**src/design/osm_pkg.sv**
```systemverilog
// Shared types, codes and constants for the operand stack unit.
`default_nettype none

package osm_pkg;

    localparam int STACK_ENTRIES_DEF = 256;
    localparam int DATA_WIDTH_DEF    = 32;

    localparam int MODE_W  = 5;
    localparam int PUSH_W  = 32;
    localparam int PROT_W  = 9;
    localparam int ERR_W   = 3;
    localparam int DEPTH_W = 9;
    localparam int TOP_W   = 32;

    typedef enum logic [MODE_W-1:0] {
        M_PUSH   = 5'd0,
        M_CLEAR  = 5'd1,
        M_DEPTH  = 5'd2,
        M_DROP   = 5'd3,
        M_DROP2  = 5'd4,
        M_DROPN  = 5'd5,
        M_DUP    = 5'd6,
        M_DUP2   = 5'd7,
        M_DUPDUP = 5'd8,
        M_DUPN   = 5'd9,
        M_NDUPN  = 5'd10,
        M_NIP    = 5'd11,
        M_OVER   = 5'd12,
        M_PICK   = 5'd13,
        M_PICK3  = 5'd14,
        M_ROLL   = 5'd15,
        M_ROLLD  = 5'd16,
        M_ROT    = 5'd17,
        M_SWAP   = 5'd18,
        M_UNPICK = 5'd19,
        M_UNROT  = 5'd20
    } t_mode;

    typedef enum logic [ERR_W-1:0] {
        E_OK     = 3'd0,
        E_ARGS   = 3'd1,
        E_INDEX  = 3'd2,
        E_OVFL   = 3'd3,
        E_OPCODE = 3'd4
    } t_err;

    typedef enum logic [1:0] {RD_L1, RD_L2, RD_L3, RD_DEEP} t_rsel;

    typedef enum logic [2:0] {
        WA_P0, WA_P1, WA_M1, WA_M2, WA_M3, WA_DEEP, WA_UNPICK
    } t_wasel;

    typedef enum logic [2:0] {
        WD_PUSH, WD_DEPTH, WD_A, WD_B, WD_C, WD_P, WD_Q
    } t_wdsel;

    typedef enum logic [3:0] {
        SP_HOLD, SP_INC1, SP_INC2, SP_DEC1, SP_DEC2,
        SP_DROPN, SP_CLEAR, SP_DUPN, SP_NDUPN
    } t_spsel;

    typedef enum logic [1:0] {LP_ROLL, LP_ROLLD, LP_DUPN, LP_FILL} t_loop;

    typedef struct packed {
        logic [MODE_W-1:0]        mode;
        logic signed [PUSH_W-1:0] push_value;
    } t_in_req;

    typedef struct packed {
        logic [ERR_W-1:0]        error_code;
        logic [DEPTH_W-1:0]      stack_depth;
        logic signed [TOP_W-1:0] top_value;
    } t_out_resp;

    typedef struct packed {
        logic   in_load;
        logic   rd_en;
        t_rsel  rd_sel;
        logic   wr_en;
        t_wasel wa_sel;
        t_wdsel wd_sel;
        t_spsel sp_sel;
        logic   cap_a;
        logic   cap_b;
        logic   cap_c;
        logic   cap_p;
        logic   lp_start;
        t_loop  lp_kind;
        logic   res_load;
        t_err   err;
    } t_dp_cmd;

    typedef struct packed {
        logic d_ge1;
        logic d_ge2;
        logic d_ge3;
        logic room_ge1;
        logic room_ge2;
        logic n_neg;
        logic n_zero;
        logic n_ge_d;
        logic n_p1_ge_d;
        logic n_gt_room1;
        logic lp_done;
        logic out_free;
    } t_dp_status;

endpackage

`default_nettype wire

```
**src/design/osm_ctrl.sv**
```systemverilog
// Operation sequencer: decodes the mode, checks arguments, steps the datapath.
`default_nettype none

module osm_ctrl
    import osm_pkg::*;
(
    input  wire logic              i_clk,
    input  wire logic              i_rst_n,
    input  wire logic              i_in_valid,
    input  wire logic [MODE_W-1:0] i_mode,
    output logic                   o_in_stall,
    input  wire t_dp_status        i_status,
    output t_dp_cmd                o_cmd
);

    typedef enum logic [3:0] {
        S_IDLE, S_RD2, S_RD3, S_CHK, S_EXEC, S_LOOP, S_FIN, S_TOP, S_DONE
    } t_state;

    t_state      r_state, n_state;
    t_mode       r_mode, n_mode;
    t_err        r_err, n_err, err_calc;
    logic [1:0]  r_step, n_step;

    // Argument checks, valid once level one sits in the datapath.
    always_comb begin
        err_calc = E_OK;
        case (r_mode)
            M_PUSH, M_DEPTH: if (!i_status.room_ge1) err_calc = E_OVFL;
            M_CLEAR: err_calc = E_OK;
            M_DROP: if (!i_status.d_ge1) err_calc = E_ARGS;
            M_DROP2, M_NIP, M_SWAP: if (!i_status.d_ge2) err_calc = E_ARGS;
            M_ROT, M_UNROT: if (!i_status.d_ge3) err_calc = E_ARGS;
            M_DROPN: begin
                if (!i_status.d_ge1) err_calc = E_ARGS;
                else if (i_status.n_neg || i_status.n_ge_d) err_calc = E_INDEX;
            end
            M_DUP: begin
                if (!i_status.d_ge1) err_calc = E_ARGS;
                else if (!i_status.room_ge1) err_calc = E_OVFL;
            end
            M_DUP2: begin
                if (!i_status.d_ge2) err_calc = E_ARGS;
                else if (!i_status.room_ge2) err_calc = E_OVFL;
            end
            M_DUPDUP: begin
                if (!i_status.d_ge1) err_calc = E_ARGS;
                else if (!i_status.room_ge2) err_calc = E_OVFL;
            end
            M_DUPN: begin
                if (!i_status.d_ge1) err_calc = E_ARGS;
                else if (i_status.n_neg || i_status.n_ge_d) err_calc = E_INDEX;
                else if (i_status.n_gt_room1) err_calc = E_OVFL;
            end
            M_NDUPN: begin
                if (!i_status.d_ge2) err_calc = E_ARGS;
                else if (i_status.n_neg) err_calc = E_INDEX;
                else if (i_status.n_gt_room1) err_calc = E_OVFL;
            end
            M_OVER: begin
                if (!i_status.d_ge2) err_calc = E_ARGS;
                else if (!i_status.room_ge1) err_calc = E_OVFL;
            end
            M_PICK3: begin
                if (!i_status.d_ge3) err_calc = E_ARGS;
                else if (!i_status.room_ge1) err_calc = E_OVFL;
            end
            M_PICK, M_ROLL, M_ROLLD: begin
                if (!i_status.d_ge1) err_calc = E_ARGS;
                else if (i_status.n_neg || i_status.n_zero || i_status.n_ge_d)
                    err_calc = E_INDEX;
            end
            M_UNPICK: begin
                if (!i_status.d_ge2) err_calc = E_ARGS;
                else if (i_status.n_neg || i_status.n_zero || i_status.n_p1_ge_d)
                    err_calc = E_INDEX;
            end
            default: err_calc = E_OPCODE;
        endcase
    end

    always_comb begin
        n_state    = r_state;
        n_mode     = r_mode;
        n_err      = r_err;
        n_step     = r_step;
        o_cmd      = '0;
        o_cmd.err  = r_err;
        o_in_stall = r_state != S_IDLE;
        case (r_state)
            S_IDLE: begin
                if (i_in_valid) begin
                    o_cmd.in_load = 1'b1;
                    o_cmd.rd_en   = 1'b1;
                    o_cmd.rd_sel  = RD_L1;
                    n_mode        = t_mode'(i_mode);
                    n_state       = S_RD2;
                end
            end
            S_RD2: begin
                o_cmd.cap_a  = 1'b1;
                o_cmd.rd_en  = 1'b1;
                o_cmd.rd_sel = RD_L2;
                n_state      = S_RD3;
            end
            S_RD3: begin
                o_cmd.cap_b  = 1'b1;
                o_cmd.rd_en  = 1'b1;
                o_cmd.rd_sel = RD_L3;
                n_err        = err_calc;
                n_state      = S_CHK;
            end
            S_CHK: begin
                o_cmd.cap_c = 1'b1;
                n_step      = '0;
                n_state     = S_EXEC;
            end
            S_EXEC: begin
                n_step = r_step + 2'd1;
                if (r_err != E_OK) begin
                    n_state = S_TOP;
                end else begin
                    n_state = S_TOP;
                    case (r_mode)
                        M_PUSH: begin
                            o_cmd.wr_en  = 1'b1;
                            o_cmd.wa_sel = WA_P0;
                            o_cmd.wd_sel = WD_PUSH;
                            o_cmd.sp_sel = SP_INC1;
                        end
                        M_CLEAR: o_cmd.sp_sel = SP_CLEAR;
                        M_DEPTH: begin
                            o_cmd.wr_en  = 1'b1;
                            o_cmd.wa_sel = WA_P0;
                            o_cmd.wd_sel = WD_DEPTH;
                            o_cmd.sp_sel = SP_INC1;
                        end
                        M_DROP:  o_cmd.sp_sel = SP_DEC1;
                        M_DROP2: o_cmd.sp_sel = SP_DEC2;
                        M_DROPN: o_cmd.sp_sel = SP_DROPN;
                        M_DUP, M_OVER, M_PICK3: begin
                            o_cmd.wr_en  = 1'b1;
                            o_cmd.wa_sel = WA_P0;
                            o_cmd.wd_sel = (r_mode == M_DUP)  ? WD_A :
                                           (r_mode == M_OVER) ? WD_B : WD_C;
                            o_cmd.sp_sel = SP_INC1;
                        end
                        M_DUP2, M_DUPDUP: begin
                            o_cmd.wr_en = 1'b1;
                            if (r_step == 2'd0) begin
                                o_cmd.wa_sel = WA_P0;
                                o_cmd.wd_sel = (r_mode == M_DUP2) ? WD_B : WD_A;
                                n_state      = S_EXEC;
                            end else begin
                                o_cmd.wa_sel = WA_P1;
                                o_cmd.wd_sel = WD_A;
                                o_cmd.sp_sel = SP_INC2;
                            end
                        end
                        M_DUPN: begin
                            o_cmd.lp_start = 1'b1;
                            o_cmd.lp_kind  = LP_DUPN;
                            n_state        = S_LOOP;
                        end
                        M_NDUPN: begin
                            o_cmd.lp_start = 1'b1;
                            o_cmd.lp_kind  = LP_FILL;
                            n_state        = S_LOOP;
                        end
                        M_NIP: begin
                            o_cmd.wr_en  = 1'b1;
                            o_cmd.wa_sel = WA_M2;
                            o_cmd.wd_sel = WD_A;
                            o_cmd.sp_sel = SP_DEC1;
                        end
                        M_PICK: begin
                            if (r_step == 2'd0) begin
                                o_cmd.rd_en  = 1'b1;
                                o_cmd.rd_sel = RD_DEEP;
                                n_state      = S_EXEC;
                            end else begin
                                o_cmd.wr_en  = 1'b1;
                                o_cmd.wa_sel = WA_M1;
                                o_cmd.wd_sel = WD_Q;
                            end
                        end
                        M_ROLL: begin
                            if (r_step == 2'd0) begin
                                o_cmd.rd_en  = 1'b1;
                                o_cmd.rd_sel = RD_DEEP;
                                n_state      = S_EXEC;
                            end else begin
                                o_cmd.cap_p    = 1'b1;
                                o_cmd.lp_start = 1'b1;
                                o_cmd.lp_kind  = LP_ROLL;
                                n_state        = S_LOOP;
                            end
                        end
                        M_ROLLD: begin
                            o_cmd.lp_start = 1'b1;
                            o_cmd.lp_kind  = LP_ROLLD;
                            n_state        = S_LOOP;
                        end
                        M_ROT, M_UNROT, M_SWAP: begin
                            o_cmd.wr_en = 1'b1;
                            case (r_step)
                                2'd0: begin
                                    o_cmd.wa_sel = WA_M1;
                                    o_cmd.wd_sel = (r_mode == M_ROT) ? WD_C : WD_B;
                                    n_state      = S_EXEC;
                                end
                                2'd1: begin
                                    o_cmd.wa_sel = WA_M2;
                                    o_cmd.wd_sel = (r_mode == M_UNROT) ? WD_C : WD_A;
                                    if (r_mode != M_SWAP) n_state = S_EXEC;
                                end
                                default: begin
                                    o_cmd.wa_sel = WA_M3;
                                    o_cmd.wd_sel = (r_mode == M_ROT) ? WD_B : WD_A;
                                end
                            endcase
                        end
                        M_UNPICK: begin
                            o_cmd.wr_en  = 1'b1;
                            o_cmd.wa_sel = WA_UNPICK;
                            o_cmd.wd_sel = WD_B;
                            o_cmd.sp_sel = SP_DEC2;
                        end
                        default: n_state = S_TOP;
                    endcase
                end
            end
            S_LOOP: begin
                if (i_status.lp_done) n_state = S_FIN;
            end
            S_FIN: begin
                n_state = S_TOP;
                case (r_mode)
                    M_ROLL: begin
                        o_cmd.wr_en  = 1'b1;
                        o_cmd.wa_sel = WA_M2;
                        o_cmd.wd_sel = WD_P;
                        o_cmd.sp_sel = SP_DEC1;
                    end
                    M_ROLLD: begin
                        o_cmd.wr_en  = 1'b1;
                        o_cmd.wa_sel = WA_DEEP;
                        o_cmd.wd_sel = WD_B;
                        o_cmd.sp_sel = SP_DEC1;
                    end
                    M_DUPN:  o_cmd.sp_sel = SP_DUPN;
                    M_NDUPN: o_cmd.sp_sel = SP_NDUPN;
                    default: o_cmd.sp_sel = SP_HOLD;
                endcase
            end
            S_TOP: begin
                o_cmd.rd_en  = 1'b1;
                o_cmd.rd_sel = RD_L1;
                n_state      = S_DONE;
            end
            S_DONE: begin
                if (i_status.out_free) begin
                    o_cmd.res_load = 1'b1;
                    n_state        = S_IDLE;
                end
            end
            default: n_state = S_IDLE;
        endcase
    end

    always_ff @(posedge i_clk) begin
        if (!i_rst_n) begin
            r_state <= S_IDLE;
            r_mode  <= M_PUSH;
            r_err   <= E_OK;
            r_step  <= '0;
        end else begin
            r_state <= n_state;
            r_mode  <= n_mode;
            r_err   <= n_err;
            r_step  <= n_step;
        end
    end

    a_err_skips: assert property (@(posedge i_clk) disable iff (!i_rst_n)
        (r_state == S_EXEC && r_err != E_OK) |=> (r_state == S_TOP))
        else $error("flagged request did not skip execution");

    a_accept_starts: assert property (@(posedge i_clk) disable iff (!i_rst_n)
        (r_state == S_IDLE && i_in_valid) |=> (r_state == S_RD2 && o_in_stall))
        else $error("accepted request did not start fetch");

    a_loop_quiet: assert property (@(posedge i_clk) disable iff (!i_rst_n)
        (r_state == S_LOOP) |-> (!o_cmd.wr_en && !o_cmd.rd_en))
        else $error("command RAM access during move loop");

endmodule

`default_nettype wire

```
**config.mk**
```make
export PLATFORM = sky130hd
export DESIGN_NAME = osm_ctrl
export DESIGN_NICKNAME = d
export VERILOG_FILES = /design/src/design/osm_pkg.sv /design/src/design/osm_ctrl.sv
export SDC_FILE = /design/constraint.sdc
export NUM_CORES = 1
export LEC_CHECK = 0
export BUFFER_PORTS_ARGS = -buffer_cell sky130_fd_sc_hd__buf_4
export CORE_ASPECT_RATIO = 0.9
export CORE_MARGIN = 8
export CORE_UTILIZATION = 49
export DETAILED_ROUTE_END_ITERATION = 12
export HOLD_SLACK_MARGIN = 0.02
export PLACE_DENSITY_LB_ADDON = 0.1
export SYNTH_ARGS = -nofsm -noshare
export SYNTH_HDL_FRONTEND = slang
export SYNTH_SLANG_ARGS = --single-unit
```
**constraint.sdc**
```tcl
create_clock -name i_clk -period 1.8 [get_ports i_clk]
set_input_delay 0 -clock i_clk [delete_from_list [all_inputs] [get_ports i_clk]]
set_output_delay 0 -clock i_clk [all_outputs]
set_load 0.02 [all_outputs]
```
==> qor.csv, run 1 <==
stage,metric,value,unit
power,p_sw,1.31,mW
global_route,grt_antenna_before_repair,0,
route,drt-initial-drc-count,418,
sta,timing.fmax,504,MHz
run_status,violations,negative setup slack,
cts,cts_max_level,1,
power,p_clk_share,11.5,%
power,p_comb_share,73.2,%
global_route,grt-ovfl-total,0,
placed_design,pre_cts_ws,-0.0412,ns
setup_path,critPathCaptureType,primary output,
finish,final_cell_mix,"87 x buf_4, 32 x nor2_1, 17 x o21ai_0",
cts,cts_buffers,3,
yosys,netlist_area,0.00193,sq mm
setup_path,path_class,reg2out,
global_route,grt_pass1_vias,2376,
sta,fin_crit,1.99,ns
setup_path,crit_end,o_cmd[13],
yosys,synth-seq-cells,14,
cts,clk_pin_slew,0.07,ns
power,p_int,1.51,mW
yosys,yosys.area_share.xor_xnor,1.36,%
sta,hold_viol_final,0,
sta,rsz0062_at_grt,true,
hold_path,hold_class,in2reg,
placed_design,hpwlAfterDp,5800,microns
cts,cts_root_buf,clkbuf_8,
placed_design,io_buffers,46,
placed_design,routabilityCongestion,0.967,
yosys,synth_area_leaders,"dfxtp_1 15%, nor2_1 7.2%, o21ai_0 5.7%",
sta,slew_violations,0,
cts,clockBufferDepth,2,
yosys,synth_cell_types,53,
sta,worst_pin_slew,0.436,ns
route,firstDrtPassIters,5,
yosys,syn_avg_cell_area,6.56,sq um
setup_path,cp-start-kind,flop,
yosys,synthArstFlopShare,0,%
placed_design,placed_cell_area,0.00263,sq mm
route,wl_per_cell,19.4,microns
setup_path,worstPathRequired,1.80,ns
route,vias,2781,
hold_path,worstHoldStart,i_rst_n,
die,die-area,0.00620,sq mm
setup_path,worst_ep_arrival_time,1.99,ns
route,wl,8360,microns
power,peakVddDrop,0.616,mV
setup_path,worstReg2RegStart,r_mode[0]$_SDFFE_PN0P_,
die,io-pin-count,47,
finish,drive_gt1_share,43.5,%
yosys,synth_fa_ha_area_share,1.82,%
setup_path,r2r_setup_slack,0.05,ns
yosys,yosysWarnings,0,
yosys,yosysTopAreaCellShare,14.5,%
cts,clk_latency,0.26,ns
power,p_leak,1.30,nW
route,ant_nets,0,
sta,worst_slew_margin_rel,70.8,%
finish,areaGrowthSynthToFinish,63.5,%
die,die_h,75.5,microns
yosys,synth_compound_area_share,31.8,%
setup_path,timing.rr.end,r_state[0]$_SDFFE_PN0P_,
finish,stdcell_area,0.00315,sq mm
finish,layout_commonest_cell,buf_4,
setup_path,cp-startpoint,r_state[1]$_SDFFE_PN0P_,
yosys,synth_seq_area_share,14.5,%
die,start_util,51.3,%
yosys,synthesis.instances,294,
finish,diodes,0,
run_status,status,finished with violations,
power,power_density,894,mW/mm^2
global_route,grt_pass1_wl,12000,microns
route,vias_per_cell,6.47,
yosys,ys.flop_type,dfxtp_1,
sta,hold-worst-slack,0.0559,ns
sta,period_share,110,%
yosys,synth_top_family_by_area,simple AND/OR/NAND/NOR gates,
cts,cts_tree,built,
yosys,yosysTopAreaCell,dfxtp_1,
global_route,grt_max_degree,35,
sta,clock_skew,0.00884,ns
setup_path,crit_fanout,6,
yosys,synthMuxAreaShare,4.67,%
global_route,grt_util_all_layers,24.8,%
cts,cts_num_sinks,14,
setup_path,rr_worst_depth,8,
sta,setup_viol,13,
yosys,yosys.area_share.simple,38.1,%
die,fp-row-count,21,
yosys,synth_edf_count,0,
finish,num-nets-final,407,
yosys,mappedNetlistNets,316,
flow_run,max-cap-violations,0,
die,fp.dieW,82.1,microns
sta,worst_slack,-0.185,ns
power,seqPwrFrac,15.3,%
route,drc,0,
power,p_sw_share,46.3,%
die,fp.coreArea,0.00376,sq mm
==> metal layers <==
| metal | vias up | global-route usage [%] | routed length [microns] |
|---|---|---|---|
| li1 | 1269 | - | - |
| met1 | 1295 | 34.9 | 3380 |
| met2 | 200 | 37.8 | 3800 |
| met3 | 17 | 6.25 | 1030 |
| met4 | 0 | 3.31 | 137 |
| met5 | - | 0 | 0 |
==> final cells by class <==
| cell class | count | area (sq um) |
|---|---|---|
| fill | 239 | 604 |
| clock buffer | 4 | 55.1 |
| sequential | 14 | 293 |
| inverter | 9 | 33.8 |
| timing repair buffer | 111 | 980 |
| tap | 46 | 57.6 |
| multi-input combinational | 246 | 1730 |
==> cells by family after synthesis <==
group,after synthesis
flip-flops,14
multiplexers,9
AO/OA/AOI/OAI,92
buffers and inverters,34
XOR/XNOR,3
AND/OR/NAND/NOR,139
adder cells (fa/ha/maj),3
==> power groups by stage <==
stage	logic, mW	registers, mW	clock network [mW]
2_1_floorplan	1.00	0.413	0
3_3_place_gp	1.66	0.416	0
3_5_place_dp	1.68	0.419	0
4_1_cts	1.83	0.418	0.315
5_1_grt	2.18	0.434	0.332
6_report	2.06	0.431	0.325
==> cells in the mapped netlist (2+ instances only) <==
cell type,count
a21boi_0,3
o22ai_1,5
nand3_1,11
buf_2,11
mux2i_1,9
a31oi_1,8
inv_1,8
o211ai_1,6
o32a_1,4
nor2b_1,11
ha_1,2
nand3b_1,2
or2_1,2
clkbuf_1,10
o21ai_0,22
nand2b_1,15
nand2_1,15
nor4_1,6
nor3_1,18
a221oi_1,2
a32oi_1,2
nand4_1,2
a211oi_1,4
a21oi_1,15
buf_1,3
nor2_1,37
o21bai_1,6
o31ai_1,7
or3_1,4
and3_1,3
dfxtp_1,14
nor3b_1,3
and2_1,3
xor2_1,2
==> worst min-delay path by stage <==
stage | to | slack [ns] | depth (start not counted)
floorplan | r_step[0]$_SDFFE_PN0P_ | 0.14 | 2
global placement | r_mode[4]$_SDFFE_PN0P_ | 0.25 | 3
detailed placement | r_mode[2]$_SDFFE_PN0P_ | 0.26 | 3
CTS | r_mode[4]$_SDFFE_PN0P_ | 0.05 | 2
global route | r_mode[4]$_SDFFE_PN0P_ | 0.06 | 2
finish | r_mode[0]$_SDFFE_PN0P_ | 0.06 | 2
==> worst max-delay path, stage by stage, from the launching register on <==
cell	delay, ns
dfxtp_2	0.32
nand2b_4	0.13
or3_4	0.34
or4_4	0.50
o32ai_2	0.26
buf_4	0.18
==> sequential cells by signal, indices dropped and copies added, names as in the netlist <==
name     count
r_err        3
r_step       2
r_mode       5
r_state      4
==> what timing repair did <==
action / 4_1_cts / 5_1_grt
buffers inserted: 4 / 8
endpoints found under the setup margin: 18 / 23
endpoints found under the hold margin: 5 / 0
cloned: 0 / 2
pin swaps: 13 / 11
hold buffers: 5 / 0
gates resized for setup: 48 / 30
==> through the flow <==
step                cells  power, mW  util, %  setup TNS (ns)
floorplan             294       1.42        -          -0.206
finish                430       2.82     83.9           -1.32
global route          430       2.95     83.9           -2.10
detailed placement    408       2.09     70.1          -0.111
CTS                   421       2.56     78.1          -0.818
global placement      408       2.08     70.1         -0.0197
(Power assumes the default switching activity.)
==> run 2, diff against run 1 <==
CORE_MARGIN = 5   (was 8)
REMOVE_ABC_BUFFERS = 1   (was unset)
TNS_END_PERCENT = 20   (was unset)
==> qor.csv, run 2 (synthesis gave the netlist of run 1 again) <==
stage,metric,value,unit
placed_design,dp.cells,428,
cts,cts_buffers,3,
finish,top_regs,"r_mode x5, r_state x4, r_err x3",
sta,worst_slack,-0.216,ns
run_status,status,finished with violations,
die,fp-row-count,21,
global_route,grt_pass1_vias,2683,
finish,drive_gt1_share,43.4,%
setup_path,path_class,reg2out,
die,fp.dieW,76.1,microns
setup_path,worstPathRequired,1.80,ns
power,peakVddDrop,0.657,mV
finish,diodes,0,
sta,worst_slew_margin_rel,71.4,%
route,vias_per_cell,6.73,
sta,worst_pin_slew,0.428,ns
power,power_density,909,mW/mm^2
global_route,grt_antenna_before_repair,0,
run_status,violations,negative setup slack,
route,wl,9110,microns
finish,regMostFlops,r_mode,
sta,timing.fmax,496,MHz
setup_path,crit_fanout,6,
placed_design,placed_cell_area,0.00274,sq mm
global_route,grt_max_degree,18,
sta,clock_skew,0.00913,ns
sta,slew_violations,0,
die,io-pin-count,47,
cts,cts_root_buf,clkbuf_8,
sta,fin_crit,2.02,ns
cts,cts_max_level,1,
finish,areaGrowthSynthToFinish,61.8,%
sta,period_share,112,%
finish,layout_commonest_cell,buf_4,
power,p_leak,1.31,nW
placed_design,io_buffers,46,
cts,clk_pin_slew,0.07,ns
finish,stdcell_area,0.00312,sq mm
die,start_util,51.3,%
route,vias,2961,
finish,fin_util,83.0,%
sta,setup_tns,-2.01,ns
placed_design,hpwlAfterDp,6030,microns
global_route,grt_util_all_layers,30.2,%
global_route,grt-ovfl-total,0,
die,die-area,0.00529,sq mm
route,ant_nets,0,
cts,clk_latency,0.25,ns
route,drt-initial-drc-count,560,
sta,rsz0062_at_grt,true,
route,wl_per_cell,20.7,microns
finish,num-nets-final,417,
cts,clockBufferDepth,2,
route,drc,0,
finish,largest_reg_flops,5,
flow_run,max-cap-violations,0,
route,firstDrtPassIters,6,
cts,cts_num_sinks,14,
die,fp.coreArea,0.00376,sq mm
sta,hold_viol_final,0,
global_route,grt_pass1_wl,13300,microns
setup_path,cp-start-kind,flop,
hold_path,hold_class,in2reg,
die,die_h,69.5,microns
finish,final_cell_mix,"107 x buf_4, 32 x nor2_1, 17 x o21ai_0",
setup_path,critPathCaptureType,primary output,
cts,cts_tree,built,
power,power,2.83,mW
finish,stdcell_count,440,
sta,setup_viol,17,
setup_path,worst_ep_arrival_time,2.02,ns
placed_design,routabilityCongestion,1.01,
[run 2: cell type report]
class,count,area (sq um)
clock buffers,4,55.1
fillers,232,638
inverters,9,33.8
multi-input cells,246,1680
flip-flops and latches,14,302
well taps,46,57.6
repair buffers,121,996
[run 2: per-layer routing]
| metal | routed length, microns | GRT usage, % |
|---|---|---|
| met3 | 1220 | 9.61 |
| met4 | 469 | 7.57 |
| met2 | 3950 | 45.4 |
| met5 | 0 | 0 |
| met1 | 3460 | 41.4 |
[run 2: final timing paths]
| path | startpoint | endpoint | cells after the start | slack (ns) |
|---|---|---|---|---|
| worst max-delay path | r_state[1]$_SDFFE_PN0P_ | o_cmd[13] | 5 | -0.22 |
| worst min register to register | r_step[1]$_SDFFE_PN0P_ | r_step[1]$_SDFFE_PN0P_ | 3 | 0.64 |
| worst max register to register | r_step[1]$_SDFFE_PN0P_ | r_state[1]$_SDFFE_PN0P_ | 9 | -0.02 |
| worst min-delay path | i_mode[2] | r_mode[2]$_SDFFE_PN0P_ | 3 | 0.04 |
[run 2: where the power goes]
| group | switching (mW) | leakage [nW] | total [mW] | internal (mW) |
|---|---|---|---|---|
| Combinational | 1.12 | 1.16 | 2.06 | 0.943 |
| Sequential | 0.0872 | 0.119 | 0.461 | 0.374 |
| Clock | 0.121 | 0.0288 | 0.315 | 0.194 |
| Total | 1.32 | 1.31 | 2.83 | 1.51 |
[run 2: repair_timing]
item                                    in CTS  in global routing
hold buffers                                 3                  0
hold endpoints to repair                     3                  0
setup buffers                                4                  0
endpoints found under the setup margin      20                 20
gates resized for setup                     39                 30
pin swaps                                   11                  6
gates cloned                                 1                  0
[run 2: worst max-delay path, cell delays in order (launching register included)]
cell	delay, ns
dfxtp_2	0.32
nand2b_4	0.13
or3_4	0.37
or4_4	0.50
o32ai_2	0.27
buf_4	0.18
[run 2: per-stage QoR]
stage | setup WS (ns) | hold slack, ns
floorplan | -0.365 | 0.122
global placement | -0.0981 | 0.251
detailed placement | -0.0943 | 0.258
CTS | -0.172 | 0.0538
global route | -0.276 | 0.0511
finish | -0.216 | 0.0413
